$ cat src/gmdfs_pkg.sv
`timescale 1ns / 1ps

package gmdfs_pkg;

    // Grid and stack geometry
    localparam int GRID_SIZE   = 16;
    localparam int STACK_DEPTH = 256;
    localparam int CELL_COUNT  = GRID_SIZE * GRID_SIZE;
    localparam int CELL_AW     = $clog2(CELL_COUNT);
    localparam int STACK_AW    = $clog2(STACK_DEPTH);
    localparam int DEPTH_W     = $clog2(STACK_DEPTH + 1);

    // Field widths
    localparam int COORD_W   = 4;
    localparam int POS_W     = COORD_W + 2;
    localparam int OP_W      = 2;
    localparam int STEP_W    = 8;
    localparam int LEN_W     = 9;
    localparam int CFG_W     = 4;
    localparam int CFG_IDX_W = 2;

    typedef enum logic [1:0] {
        CELL_WALL = 2'd0,
        CELL_OPEN = 2'd1,
        CELL_SEEN = 2'd2
    } cell_t;

    // Search order: row+1, col+1, row-1, col-1
    typedef enum logic [1:0] {
        DIR_DOWN  = 2'd0,
        DIR_RIGHT = 2'd1,
        DIR_UP    = 2'd2,
        DIR_LEFT  = 2'd3
    } dir_t;

    typedef enum logic [OP_W-1:0] {
        OP_WRITE = 2'd0,
        OP_SOLVE = 2'd1,
        OP_READ  = 2'd2
    } op_t;

    typedef enum logic [CFG_IDX_W-1:0] {
        CFG_START_ROW = 2'd0,
        CFG_START_COL = 2'd1,
        CFG_GOAL_ROW  = 2'd2,
        CFG_GOAL_COL  = 2'd3
    } cfg_idx_t;

    typedef enum logic [2:0] {
        ST_IDLE,
        ST_READ,
        ST_CHECK,
        ST_EVAL,
        ST_POP
    } state_t;

    typedef struct packed {
        logic [COORD_W-1:0] row;
        logic [COORD_W-1:0] col;
        dir_t               dir;
    } stack_entry_t;

    typedef struct packed {
        logic               wr_en;
        logic [CELL_AW-1:0] wr_addr;
        cell_t              wr_data;
        logic [CELL_AW-1:0] rd_addr;
    } map_req_t;

    typedef struct packed {
        logic                wr_en;
        logic [STACK_AW-1:0] wr_addr;
        stack_entry_t        wr_data;
        logic [STACK_AW-1:0] rd_addr;
    } stack_req_t;

    function automatic logic [CELL_AW-1:0] cell_addr(input logic [COORD_W-1:0] row,
                                                     input logic [COORD_W-1:0] col);
        return CELL_AW'(int'(row) * GRID_SIZE + int'(col));
    endfunction

    function automatic dir_t step_dir(input dir_t dir);
        dir_t result;
        case (dir)
            DIR_DOWN:  result = DIR_RIGHT;
            DIR_RIGHT: result = DIR_UP;
            DIR_UP:    result = DIR_LEFT;
            default:   result = DIR_LEFT;
        endcase
        return result;
    endfunction

endpackage

$ cat src/gmdfs_cell_map.sv
`timescale 1ns / 1ps

module gmdfs_cell_map
    import gmdfs_pkg::*;
(
    input  logic     clk,
    input  logic     rst_n,
    input  map_req_t req,
    output cell_t    rd_cell
);

    cell_t                 mem [CELL_COUNT];
    logic [CELL_COUNT-1:0] valid_reg;
    cell_t                 rd_data_reg;
    logic                  rd_valid_reg;

    always_ff @(posedge clk)
    begin
        if (req.wr_en)
        begin
            mem[req.wr_addr] <= req.wr_data;
        end
        rd_data_reg <= mem[req.rd_addr];
    end

    // A cell never written reads as wall
    always_ff @(posedge clk or negedge rst_n)
    begin
        if (!rst_n)
        begin
            valid_reg    <= '0;
            rd_valid_reg <= 1'b0;
        end
        else
        begin
            if (req.wr_en)
            begin
                valid_reg[req.wr_addr] <= 1'b1;
            end
            rd_valid_reg <= valid_reg[req.rd_addr];
        end
    end

    assign rd_cell = rd_valid_reg ? rd_data_reg : CELL_WALL;

endmodule

$ cat src/gmdfs_path_stack.sv
`timescale 1ns / 1ps

module gmdfs_path_stack
    import gmdfs_pkg::*;
(
    input  logic         clk,
    input  stack_req_t   req,
    output stack_entry_t rd_entry
);

    stack_entry_t mem [STACK_DEPTH];
    stack_entry_t rd_data_reg;

    always_ff @(posedge clk)
    begin
        if (req.wr_en)
        begin
            mem[req.wr_addr] <= req.wr_data;
        end
        rd_data_reg <= mem[req.rd_addr];
    end

    assign rd_entry = rd_data_reg;

endmodule

$ cat src/grid_maze_dfs_path_core.sv
`timescale 1ns / 1ps
// Timing: a cell write or an unused operation gives its result via the result register, a path
// read via the ST_READ state and then the result register. A solve spends ST_CHECK and ST_EVAL
// per probed cell and ST_POP per popped entry, then the result register (synchronous reads).
// Throughput: one write per cycle; busy holds off items during a path read or a solve.
// The receiver cannot stall: done marks each result for exactly one cycle.
// Reset: control and config registers reset; the map reads as all wall via per-cell valid flags.

module grid_maze_dfs_path_core
    import gmdfs_pkg::*;
(
    input  logic                 clk,
    input  logic                 rst_n,

    // Configuration write port
    input  logic                 cfg_we,
    input  logic [CFG_IDX_W-1:0] cfg_index,
    input  logic [CFG_W-1:0]     cfg_data,

    // Item command
    input  logic                 start,
    output logic                 busy,
    input  logic [OP_W-1:0]      operation,
    input  logic [COORD_W-1:0]   cell_row,
    input  logic [COORD_W-1:0]   cell_col,
    input  logic                 cell_open,
    input  logic [STEP_W-1:0]    step_index,

    // Result strobe and fields
    output logic                 done,
    output logic                 found,
    output logic [LEN_W-1:0]     path_length,
    output logic [COORD_W-1:0]   path_row,
    output logic [COORD_W-1:0]   path_col
);

    // Configuration registers
    logic [COORD_W-1:0] start_row_reg;
    logic [COORD_W-1:0] start_col_reg;
    logic [COORD_W-1:0] goal_row_reg;
    logic [COORD_W-1:0] goal_col_reg;

    // Control state
    state_t             state_reg;
    state_t             state_next;
    logic [DEPTH_W-1:0] depth_reg;
    logic [DEPTH_W-1:0] depth_next;
    logic               last_found_reg;
    logic               last_found_next;
    logic [POS_W-1:0]   cand_row_reg;
    logic [POS_W-1:0]   cand_row_next;
    logic [POS_W-1:0]   cand_col_reg;
    logic [POS_W-1:0]   cand_col_next;
    logic               read_hit_reg;
    logic               read_hit_next;

    // Result registers
    logic               done_reg;
    logic               done_next;
    logic               found_reg;
    logic               found_next;
    logic [LEN_W-1:0]   path_length_reg;
    logic [LEN_W-1:0]   path_length_next;
    logic [COORD_W-1:0] path_row_reg;
    logic [COORD_W-1:0] path_row_next;
    logic [COORD_W-1:0] path_col_reg;
    logic [COORD_W-1:0] path_col_next;

    // Memory ports
    map_req_t     map_req;
    cell_t        map_rd_cell;
    stack_req_t   stack_req;
    stack_entry_t stack_rd_entry;

    // Decision terms
    logic               accept;
    logic               cand_on_grid;
    logic               cand_open;
    logic               stack_full;
    logic               depth_zero;
    logic               goal_hit;
    logic               pop_exhausted;
    logic [DEPTH_W-1:0] depth_dec;
    dir_t               pop_dir;
    logic [POS_W-1:0]   pop_row_ext;
    logic [POS_W-1:0]   pop_col_ext;

    gmdfs_cell_map u_cell_map (
        .clk     (clk),
        .rst_n   (rst_n),
        .req     (map_req),
        .rd_cell (map_rd_cell)
    );

    gmdfs_path_stack u_path_stack (
        .clk      (clk),
        .req      (stack_req),
        .rd_entry (stack_rd_entry)
    );

    assign busy   = (state_reg != ST_IDLE);
    assign accept = start && !busy;

    // A candidate off the grid is a wall; the map read for it is ignored
    assign cand_on_grid = !cand_row_reg[POS_W-1] && (cand_row_reg < POS_W'(GRID_SIZE))
                       && !cand_col_reg[POS_W-1] && (cand_col_reg < POS_W'(GRID_SIZE));
    assign cand_open    = cand_on_grid && (map_rd_cell == CELL_OPEN);
    assign stack_full   = (depth_reg == DEPTH_W'(STACK_DEPTH));
    assign depth_zero   = (depth_reg == '0);
    assign depth_dec    = depth_reg - DEPTH_W'(1);
    assign goal_hit     = (cand_row_reg == {2'b00, goal_row_reg})
                       && (cand_col_reg == {2'b00, goal_col_reg});

    // Entry just popped: all four directions tried means it is exhausted
    assign pop_exhausted = (stack_rd_entry.dir == DIR_LEFT);
    assign pop_dir       = step_dir(stack_rd_entry.dir);
    assign pop_row_ext   = {2'b00, stack_rd_entry.row};
    assign pop_col_ext   = {2'b00, stack_rd_entry.col};

    // Configuration writes
    always_ff @(posedge clk or negedge rst_n)
    begin
        if (!rst_n)
        begin
            start_row_reg <= '0;
            start_col_reg <= '0;
            goal_row_reg  <= COORD_W'(GRID_SIZE - 1);
            goal_col_reg  <= COORD_W'(GRID_SIZE - 1);
        end
        else if (cfg_we)
        begin
            case (cfg_index)
                CFG_START_ROW: start_row_reg <= cfg_data;
                CFG_START_COL: start_col_reg <= cfg_data;
                CFG_GOAL_ROW:  goal_row_reg  <= cfg_data;
                CFG_GOAL_COL:  goal_col_reg  <= cfg_data;
                default:       start_row_reg <= start_row_reg;
            endcase
        end
    end

    // Next state
    always_comb
    begin
        state_next = state_reg;
        case (state_reg)
            ST_IDLE:
            begin
                if (accept)
                begin
                    case (operation)
                        OP_SOLVE: state_next = ST_CHECK;
                        OP_READ:  state_next = ST_READ;
                        default:  state_next = ST_IDLE;
                    endcase
                end
            end
            ST_READ:  state_next = ST_IDLE;
            ST_CHECK: state_next = ST_EVAL;
            ST_EVAL:
            begin
                if (cand_open && !stack_full)
                begin
                    state_next = goal_hit ? ST_IDLE : ST_CHECK;
                end
                else if (!depth_zero)
                begin
                    state_next = ST_POP;
                end
                else
                begin
                    state_next = ST_IDLE;
                end
            end
            ST_POP:
            begin
                if (!pop_exhausted)
                begin
                    state_next = ST_CHECK;
                end
                else if (!depth_zero)
                begin
                    state_next = ST_POP;
                end
                else
                begin
                    state_next = ST_IDLE;
                end
            end
            default: state_next = ST_IDLE;
        endcase
    end

    // Datapath, memory requests and results
    always_comb
    begin
        depth_next       = depth_reg;
        last_found_next  = last_found_reg;
        cand_row_next    = cand_row_reg;
        cand_col_next    = cand_col_reg;
        read_hit_next    = read_hit_reg;

        done_next        = 1'b0;
        found_next       = found_reg;
        path_length_next = path_length_reg;
        path_row_next    = path_row_reg;
        path_col_next    = path_col_reg;

        map_req.wr_en    = 1'b0;
        map_req.wr_addr  = cell_addr(cell_row, cell_col);
        map_req.wr_data  = cell_open ? CELL_OPEN : CELL_WALL;
        map_req.rd_addr  = cell_addr(cand_row_reg[COORD_W-1:0], cand_col_reg[COORD_W-1:0]);

        stack_req.wr_en       = 1'b0;
        stack_req.wr_addr     = depth_reg[STACK_AW-1:0];
        stack_req.wr_data.row = cand_row_reg[COORD_W-1:0];
        stack_req.wr_data.col = cand_col_reg[COORD_W-1:0];
        stack_req.wr_data.dir = DIR_DOWN;
        stack_req.rd_addr     = depth_dec[STACK_AW-1:0];

        case (state_reg)
            ST_IDLE:
            begin
                stack_req.rd_addr = STACK_AW'(step_index);
                if (accept)
                begin
                    case (operation)
                        OP_WRITE:
                        begin
                            // Drop writes that fall outside the grid
                            map_req.wr_en = (int'(cell_row) < GRID_SIZE)
                                         && (int'(cell_col) < GRID_SIZE);
                            done_next        = 1'b1;
                            found_next       = 1'b0;
                            path_length_next = '0;
                            path_row_next    = '0;
                            path_col_next    = '0;
                        end
                        OP_SOLVE:
                        begin
                            depth_next      = '0;
                            last_found_next = 1'b0;
                            cand_row_next   = {2'b00, start_row_reg};
                            cand_col_next   = {2'b00, start_col_reg};
                        end
                        OP_READ:
                        begin
                            read_hit_next = (DEPTH_W'(step_index) < depth_reg);
                        end
                        default:
                        begin
                            done_next        = 1'b1;
                            found_next       = 1'b0;
                            path_length_next = '0;
                            path_row_next    = '0;
                            path_col_next    = '0;
                        end
                    endcase
                end
            end

            ST_READ:
            begin
                done_next        = 1'b1;
                found_next       = last_found_reg;
                path_length_next = LEN_W'(depth_reg);
                path_row_next    = read_hit_reg ? stack_rd_entry.row : '0;
                path_col_next    = read_hit_reg ? stack_rd_entry.col : '0;
            end

            ST_EVAL:
            begin
                if (cand_open && !stack_full)
                begin
                    // Enter the cell: mark it visited and push it
                    map_req.wr_en   = 1'b1;
                    map_req.wr_addr = cell_addr(cand_row_reg[COORD_W-1:0],
                                                cand_col_reg[COORD_W-1:0]);
                    map_req.wr_data = CELL_SEEN;
                    stack_req.wr_en = 1'b1;
                    depth_next      = depth_reg + DEPTH_W'(1);
                    cand_row_next   = cand_row_reg + POS_W'(1);
                    if (goal_hit)
                    begin
                        last_found_next  = 1'b1;
                        done_next        = 1'b1;
                        found_next       = 1'b1;
                        path_length_next = LEN_W'(depth_reg + DEPTH_W'(1));
                        path_row_next    = '0;
                        path_col_next    = '0;
                    end
                end
                else if (!depth_zero)
                begin
                    // Blocked: pop the top entry, read data arrives next cycle
                    depth_next = depth_dec;
                end
                else
                begin
                    done_next        = 1'b1;
                    found_next       = 1'b0;
                    path_length_next = '0;
                    path_row_next    = '0;
                    path_col_next    = '0;
                end
            end

            ST_POP:
            begin
                if (!pop_exhausted)
                begin
                    // Advance to the next direction and push the entry back
                    stack_req.wr_en       = 1'b1;
                    stack_req.wr_data.row = stack_rd_entry.row;
                    stack_req.wr_data.col = stack_rd_entry.col;
                    stack_req.wr_data.dir = pop_dir;
                    depth_next            = depth_reg + DEPTH_W'(1);
                    cand_row_next         = pop_row_ext;
                    cand_col_next         = pop_col_ext;
                    case (pop_dir)
                        DIR_DOWN:  cand_row_next = pop_row_ext + POS_W'(1);
                        DIR_RIGHT: cand_col_next = pop_col_ext + POS_W'(1);
                        DIR_UP:    cand_row_next = pop_row_ext - POS_W'(1);
                        default:   cand_col_next = pop_col_ext - POS_W'(1);
                    endcase
                end
                else if (!depth_zero)
                begin
                    // Exhausted: wall it off and pop the one below
                    map_req.wr_en   = 1'b1;
                    map_req.wr_addr = cell_addr(stack_rd_entry.row, stack_rd_entry.col);
                    map_req.wr_data = CELL_WALL;
                    depth_next      = depth_dec;
                end
                else
                begin
                    // Bottom entry exhausted: it stays visited, no path
                    done_next        = 1'b1;
                    found_next       = 1'b0;
                    path_length_next = '0;
                    path_row_next    = '0;
                    path_col_next    = '0;
                end
            end

            default:
            begin
                done_next = 1'b0;
            end
        endcase
    end

    // Control registers
    always_ff @(posedge clk or negedge rst_n)
    begin
        if (!rst_n)
        begin
            state_reg      <= ST_IDLE;
            depth_reg      <= '0;
            last_found_reg <= 1'b0;
            done_reg       <= 1'b0;
        end
        else
        begin
            state_reg      <= state_next;
            depth_reg      <= depth_next;
            last_found_reg <= last_found_next;
            done_reg       <= done_next;
        end
    end

    // Payload registers
    always_ff @(posedge clk)
    begin
        cand_row_reg    <= cand_row_next;
        cand_col_reg    <= cand_col_next;
        read_hit_reg    <= read_hit_next;
        found_reg       <= found_next;
        path_length_reg <= path_length_next;
        path_row_reg    <= path_row_next;
        path_col_reg    <= path_col_next;
    end

    assign done        = done_reg;
    assign found       = found_reg;
    assign path_length = path_length_reg;
    assign path_row    = path_row_reg;
    assign path_col    = path_col_reg;

    // Checks
    a_depth_bound: assert property (@(posedge clk) disable iff (!rst_n)
        depth_reg <= DEPTH_W'(STACK_DEPTH))
        else $error("path stack depth beyond capacity");

    a_read_result: assert property (@(posedge clk) disable iff (!rst_n)
        (state_reg == ST_READ) |=> (done_reg && (state_reg == ST_IDLE)))
        else $error("path read did not return its item");

    a_solve_busy: assert property (@(posedge clk) disable iff (!rst_n)
        (accept && (operation == OP_SOLVE)) |=> (busy && !done_reg))
        else $error("solve item did not start the search");

    a_found_length: assert property (@(posedge clk) disable iff (!rst_n)
        (done_reg && found_reg && (state_reg == ST_IDLE) && $past(state_reg == ST_EVAL))
            |-> (path_length_reg != '0))
        else $error("goal reached with an empty path");

endmodule
$ cat config.mk
export PLATFORM = sky130hd
export DESIGN_NAME = grid_maze_dfs_path_core
export DESIGN_NICKNAME = d
export VERILOG_FILES = /design/src/gmdfs_pkg.sv /design/src/gmdfs_cell_map.sv /design/src/gmdfs_path_stack.sv /design/src/grid_maze_dfs_path_core.sv
export SDC_FILE = /design/constraint.sdc
export NUM_CORES = 2
export LEC_CHECK = 0
export ABC_AREA = 0
export BUFFER_PORTS_ARGS = -buffer_cell sky130_fd_sc_hd__buf_4
export CAP_MARGIN = 10
export CORE_UTILIZATION = 65
export CTS_BUF_LIST = sky130_fd_sc_hd__clkbuf_2 sky130_fd_sc_hd__clkbuf_4 sky130_fd_sc_hd__clkbuf_8
export CTS_CLUSTER_SIZE = 24
export DETAILED_ROUTE_END_ITERATION = 16
export PLACE_DENSITY = 0.81
export SYNTH_ARGS = -nofsm -noshare
export SYNTH_HDL_FRONTEND = slang
export SYNTH_SLANG_ARGS = --single-unit
$ cat constraint.sdc
create_clock -name clk -period 18.7 [get_ports clk]
set_input_delay 1.87 -clock clk [delete_from_list [all_inputs] [get_ports clk]]
set_output_delay 1.87 -clock clk [all_outputs]
set_load 0.01 [all_outputs]
; ---- Word level (Yosys, flattened, before mapping)
; Memory sizes are Yosys's and may differ from the RTL's. A register that Yosys moved wholly into a read port is not among the register bits.
; Cells that the tools add are included.
[word_totals]
reg_bits = 318
ramBits = 3072
in_bits = 29
out_inout_bits = 20
elab_cells = 182
mem_count = 2
[op_classes]
add_sub_neg = 10
n_lt_le_gt_ge = 6
n_eq_ne = 25
muxes = 86
bitwise_logic = 1
n_reduce_logical = 35
[memory_table]
columns = name, words, width, rd, rd_ports_with_merged_regs, write_ports, line_no
row1 = u_path_stack.mem, 256, 10, 1, 1, 1, gmdfs_path_stack.sv:11  ; stack_entry_t mem [STACK_DEPTH];
row2 = u_cell_map.mem, 256, 2, 1, 1, 1, gmdfs_cell_map.sv:12  ; cell_t mem [CELL_COUNT];
[op_table]
columns = cell, count
row1 = $or 256x256->256, 1
row2 = $mux 9, 11
row3 = $mux 4, 11
row4 = $mux 6, 7
row5 = $pmux 6 s2, 3
row6 = $pmux 9 s4, 1
row7 = $mux 11, 3
row8 = $pmux 4 s4, 2
row9 = $pmux 9 s3, 1
row10 = $mux 1, 26
row11 = $add 8x4->8, 3
row12 = $mux 10, 2
row13 = $pmux 10 s2, 1
row14 = $lt 8x9->1 const B, 2
row15 = $pmux 6 s3, 1
row16 = $reduce_and 5->1, 3
row17 = $eq 6x4->1, 2
row18 = $lt 6x5->1 const B, 2
row19 = $mux 3, 4
row20 = $ne 2x2->1 const B, 6
row21 = $pmux 3 s4, 1
row22 = $add 4x1->5 const B, 2
row23 = $eq 2x1->1 const B, 5
row24 = $eq 2x2->1 const B, 5
row25 = other kinds (32), 58

; ---- Depth between registers and ports, before layout
[logic_depth]
depth_word = 13
depth_mapped = 16
mapped_depth_nobuf = 11

; ---- Cells and area by module
; A second synthesis with hierarchy kept.
[unflattened]
cells_unflattened = 7107
hier_area_um2 = 135107.1
[by_module_without_submodules]
columns = mod, instances, cells_each, area_each_um2, seq_area_each_um2
row1 = gmdfs_path_stack, 1, 4642, 99253.9, 77073.9
row2 = gmdfs_cell_map, 1, 1992, 31365.1, 21846.0
row3 = grid_maze_dfs_path_core, 1, 473, 4488.1, 1691.6

; ---- Least setup slack after synthesis
; No wires, ideal clock.
[synth_timing]
kind = register to register
start = register state_reg[1]
end = memory u_path_stack.mem[0][2] in the netlist's numbering (data pin)
setup_ps = 2188
t_arrival_ps = 11359
required_time_ps = 16512
slack_ps = 5153
stages_incl_launch_ff = 7
path_buffers = 3
synth_period_minus_slack_ps = 13547
path_cell_list = dfrtp_1 > clkbuf_1 > nor3_1 > nand2b_1 > clkbuf_1 > clkbuf_1 > o21ai_0
[synth_rtl]
columns = element, line_no
row1 = start: declaration, grid_maze_dfs_path_core.sv:44  ; state_t state_reg;
row2 = start signal: assignment, grid_maze_dfs_path_core.sv:365  ; state_reg <= state_next;
row3 = end: declaration, gmdfs_path_stack.sv:11

; ---- Final worst setup path
[layout_timing]
start = register depth_reg[0]
end = register u_path_stack.rd_entry[4] (netlist name)
[layout_between]
elab_chain_len = 2
[layout_rtl]
columns = element, line_no
row1 = start: declaration, grid_maze_dfs_path_core.sv:46  ; logic [DEPTH_W-1:0] depth_reg;
row2 = start signal: assignment, grid_maze_dfs_path_core.sv:366  ; depth_reg <= depth_next;
row3 = $sub 9x1->9, grid_maze_dfs_path_core.sv:110  ; assign depth_dec = depth_reg - DEPTH_W'(1);
row4 = $mux 8, grid_maze_dfs_path_core.sv:221  ; case (state_reg)
; No other way between the ends.
; A chain may end at the register's enable or synchronous reset.

==> flow_metrics.py <==
metrics = {
    "final_layout": {
        "largest_reg_flops": 2560,
        "share_of_cells_above_drive_strength_1_pct": 15.3,
        "most_common_library_cell_in_the_layout_ignoring_fill_and_taps": "sky130_fd_sc_hd__edfxtp_1",
        "most-common-layout-cells": "sky130_fd_sc_hd__edfxtp_1, sky130_fd_sc_hd__nand2_1, sky130_fd_sc_hd__clkbuf_8",
        "finish.net_count": 9373,
        "final_cell_count_no_fill": 12500,
        "n_fill_cell": 12500,
        "areaGrowthSynthToFinish_pct": 9.52,
    },
    "setup_path": {
        "start_kind": "register",
        "worstPathRequired_ps": 19640,
        "worst_path_fanout_max": 75,
        "category_of_the_most_critical_setup_path": "reg -> reg",
        "cp_data_arrival_time_ps": 7920,
        "worst_setup_path_end_kind": "register",
    },
    "grt": {
        "grt-ovfl-total": 0,
        "track_usage_pct": 36.3,
        "number_of_antenna_violations_at_the_first_check_in_global_routing": 28,
        "grt_pass1_wl_mm": 559,
        "grt_max_degree": 185,
        "first_global_vias": 85500,
    },
    "route": {
        "drt_wl_total_mm": 388,
        "detailed_routing_iterations_pass_1": 8,
        "ant_nets": 0,
        "vias_after_detailed_routing": 88300,
        "drt-wirelength-per-cell_um": 31.0,
        "viasPerCell": 7.05,
        "remaining_drc_errors": 0,
        "drtIter0Drc": 15200,
    },
    "cts": {
        "holdBufCountCts": 0,
        "worst_skew_pair.late_latency_ps": 1140,
        "htreeDepth": 6,
        "post_cts_setup_buffer_count": 0,
        "cts_root_buffer": "sky130_fd_sc_hd__clkbuf_8",
        "cts_buf_count": 543,
        "cts.path.max_buffers": 4,
        "clock_sink_count": 3402,
        "post_cts_resized": 0,
        "cts_tree": "done",
        "path_clk_slew_ps": 70,
    },
    "flow_run": {
        "cap_violations": 3,
    },
    "sta": {
        "highest_clock_frequency_the_design_can_meet_mhz": 143,
        "final.hold.worst_slack_ps": 467,
        "period_needed_ps": 6980,
        "fin_worst_skew_ps": 96.2,
        "worstMarginPinSlew_ps": 1530,
        "report.final.hold_viol_count": 0,
        "report.final.setup_viol": 0,
        "maxSlewHeadroom_pct": -2.85,
        "finalMaxSlewViolations": 5,
        "grt_setup_unrepaired": "false",
        "fin_ws_ps": 11720,
        "fin_tns_setup_ps": 0,
        "post-route-period-util_pct": 37.3,
    },
    "synth": {
        "async_flop_share_pct": 8.44,
        "synth_cells": 9239,
        "synth.area.top_cells": "sky130_fd_sc_hd__edfxtp_1, sky130_fd_sc_hd__dfrtp_1, sky130_fd_sc_hd__nand2_1",
        "ys_seq_area_share_pct": 73.3,
        "synth_compound_gate_area_share_pct": 8.12,
        "synth_seq_cells": 3402,
        "yosysWarnings": 0,
        "synth-main-ff-cell": "sky130_fd_sc_hd__edfxtp_1",
        "synth.area.mux_share_pct": 6.28,
        "netlist.top_cell.by_area": "sky130_fd_sc_hd__edfxtp_1",
        "synth_top_family_by_area": "simple AND/OR/NAND/NOR gates",
        "synthXorXnorAreaFrac_pct": 0.172,
        "synthDominantCellAreaShare_pct": 67.9,
        "ys_types": 83,
        "simple_gate_fraction_of_synth_area_pct": 9.52,
        "post_synth.cell_area_avg_um2": 14.9,
        "synth_area_in_adders_pct": 0.219,
        "synth-edff-count": 3103,
        "mappedNetlistNets": 9292,
        "mappedNetlistArea_um2": 137000,
    },
    "placed_design": {
        "dp.cells": 11600,
        "port_buffers": 48,
        "post-dp-hpwl_mm": 221,
        "place_worst_setup_slack_ps": 11040,
        "routabilityCongestion": 0.964,
    },
    "floorplan": {
        "ios": 49,
        "floorplan.initialDensity_pct": 65.4,
        "site_rows": 168,
        "dieArea_um2": 213000,
        "floorplan.die.width_um": 462,
        "die_ht_um": 462,
        "core_area_um2": 210000,
    },
    "worst_hold_path": {
        "hold_path_class": "reg -> reg",
    },
    "power": {
        "peakVddDrop_mv": 0.111,
        "power_per_cell_area_nw_per_um2": 95.7,
        "leakage_power_total_uw": 0.0515,
    },
    "outcome": {
        "outcome": "finished, violations left",
        "violations": "capacitance limit, slew limit",
    },
}
-- routing by layer --
metal	global-route usage (%)	vias to the layer above	wire (um)
li1	-	35800	-
met1	47.6	43300	130000
met2	52.6	7748	171000
met3	13.0	1447	61300
met4	21.2	30	25100
met5	0	-	234
-- Yosys cell counts, types with 15 or more instances --
| cell type | number |
|---|---|
| sky130_fd_sc_hd__nor3_1 | 18 |
| sky130_fd_sc_hd__dfrtp_1 | 279 |
| sky130_fd_sc_hd__inv_1 | 22 |
| sky130_fd_sc_hd__edfxtp_1 | 3103 |
| sky130_fd_sc_hd__a21oi_1 | 185 |
| sky130_fd_sc_hd__nand2_1 | 1603 |
| sky130_fd_sc_hd__a2111oi_0 | 15 |
| sky130_fd_sc_hd__a211oi_1 | 202 |
| sky130_fd_sc_hd__buf_2 | 283 |
| sky130_fd_sc_hd__and3_1 | 242 |
| sky130_fd_sc_hd__buf_4 | 23 |
| sky130_fd_sc_hd__nand4_1 | 75 |
| sky130_fd_sc_hd__mux2i_1 | 272 |
| sky130_fd_sc_hd__a22oi_1 | 28 |
| sky130_fd_sc_hd__xnor2_1 | 21 |
| sky130_fd_sc_hd__a221oi_1 | 163 |
| sky130_fd_sc_hd__nor4_1 | 17 |
| sky130_fd_sc_hd__o21bai_1 | 223 |
| sky130_fd_sc_hd__a31oi_1 | 236 |
| sky130_fd_sc_hd__o22ai_1 | 28 |
| sky130_fd_sc_hd__mux2_2 | 19 |
| sky130_fd_sc_hd__o21ai_0 | 39 |
| sky130_fd_sc_hd__clkbuf_1 | 350 |
| sky130_fd_sc_hd__a311oi_1 | 127 |
| sky130_fd_sc_hd__o21bai_2 | 40 |
| sky130_fd_sc_hd__buf_1 | 43 |
| sky130_fd_sc_hd__ha_1 | 24 |
| sky130_fd_sc_hd__nor2_1 | 559 |
| sky130_fd_sc_hd__mux4_2 | 252 |
| sky130_fd_sc_hd__a222oi_1 | 21 |
| sky130_fd_sc_hd__a32oi_1 | 110 |
| sky130_fd_sc_hd__nand3_1 | 429 |
-- critical path, cell delays in order, from the launching register on --
cell and delay [ps]:
sky130_fd_sc_hd__dfrtp_1 320, sky130_fd_sc_hd__buf_4 310, sky130_fd_sc_hd__inv_1 230, sky130_fd_sc_hd__ha_1 600, sky130_fd_sc_hd__o31ai_4 140, sky130_fd_sc_hd__buf_4 540, sky130_fd_sc_hd__and2_4 760, sky130_fd_sc_hd__buf_4 700
sky130_fd_sc_hd__buf_4 890, sky130_fd_sc_hd__mux2i_1 290, sky130_fd_sc_hd__a222oi_1 140, sky130_fd_sc_hd__a32oi_1 260, sky130_fd_sc_hd__o22ai_1 260, sky130_fd_sc_hd__a211oi_1 1130, sky130_fd_sc_hd__nand3_1 170
-- metrics by stage --
step / power [uW] / util, % / area [um^2]
final: 14400 / 71.6 / 150000
after detailed placement: 8390 / 66.7 / 140000
after global routing: 14700 / 71.6 / 150000
after floorplan: 8360 / - / 137000
after CTS: 14400 / 71.6 / 150000
after global placement: 8390 / 66.7 / 140000
-- report_power, final --
group	total, uW	switching [uW]	leakage (uW)	internal, uW
clock	6160	2860	0.00544	3290
sequential	8190	5.31	0.0308	8190
combinational	37.6	24.1	0.0152	13.6
-- area by class of cell --
type	count	area (um^2)	area share (%)
Antenna cell	12	30.0	0.0200
Clock buffer	766	9330	6.21
Clock inverter	169	961	0.639
Inverter	23	91.3	0.0608
Multi-Input combinational cell	5105	33700	22.4
Sequential cell	3402	101000	66.9
Tap cell	2805	3510	2.34
Timing Repair Buffer	245	2040	1.35
-- final timing paths --
check	startpoint	end	slack, ps	cells past startpoint
setup / recovery	depth_reg[0]$_DFFE_PN0P_	u_path_stack.rd_entry[4]$_DFF_P_	11720	14
min in group asynchronous	rst_n	u_cell_map.valid_reg[45]$_DFFE_PN0P_	780	1
setup reg to reg	depth_reg[0]$_DFFE_PN0P_	u_path_stack.rd_entry[4]$_DFF_P_	11720	14
hold / removal	u_cell_map.valid_reg[162]$_DFFE_PN0P_	u_cell_map.valid_reg[162]$_DFFE_PN0P_	470	1
max in group asynchronous	rst_n	u_cell_map.valid_reg[167]$_DFFE_PN0P_	15690	3
hold reg to reg	u_cell_map.valid_reg[162]$_DFFE_PN0P_	u_cell_map.valid_reg[162]$_DFFE_PN0P_	470	1
-- cells by family after synthesis --
family                   count (synthesis)
AO/OA/AOI/OAI                         1489
XOR/XNOR                                27
adder cells (fa/ha/maj)                 24
buffers and inverters                  732
flip-flops                            3402
multiplexers                           543
AND/OR/NAND/NOR                       3022
No activity file was read; power rests on OpenSTA's default activity.
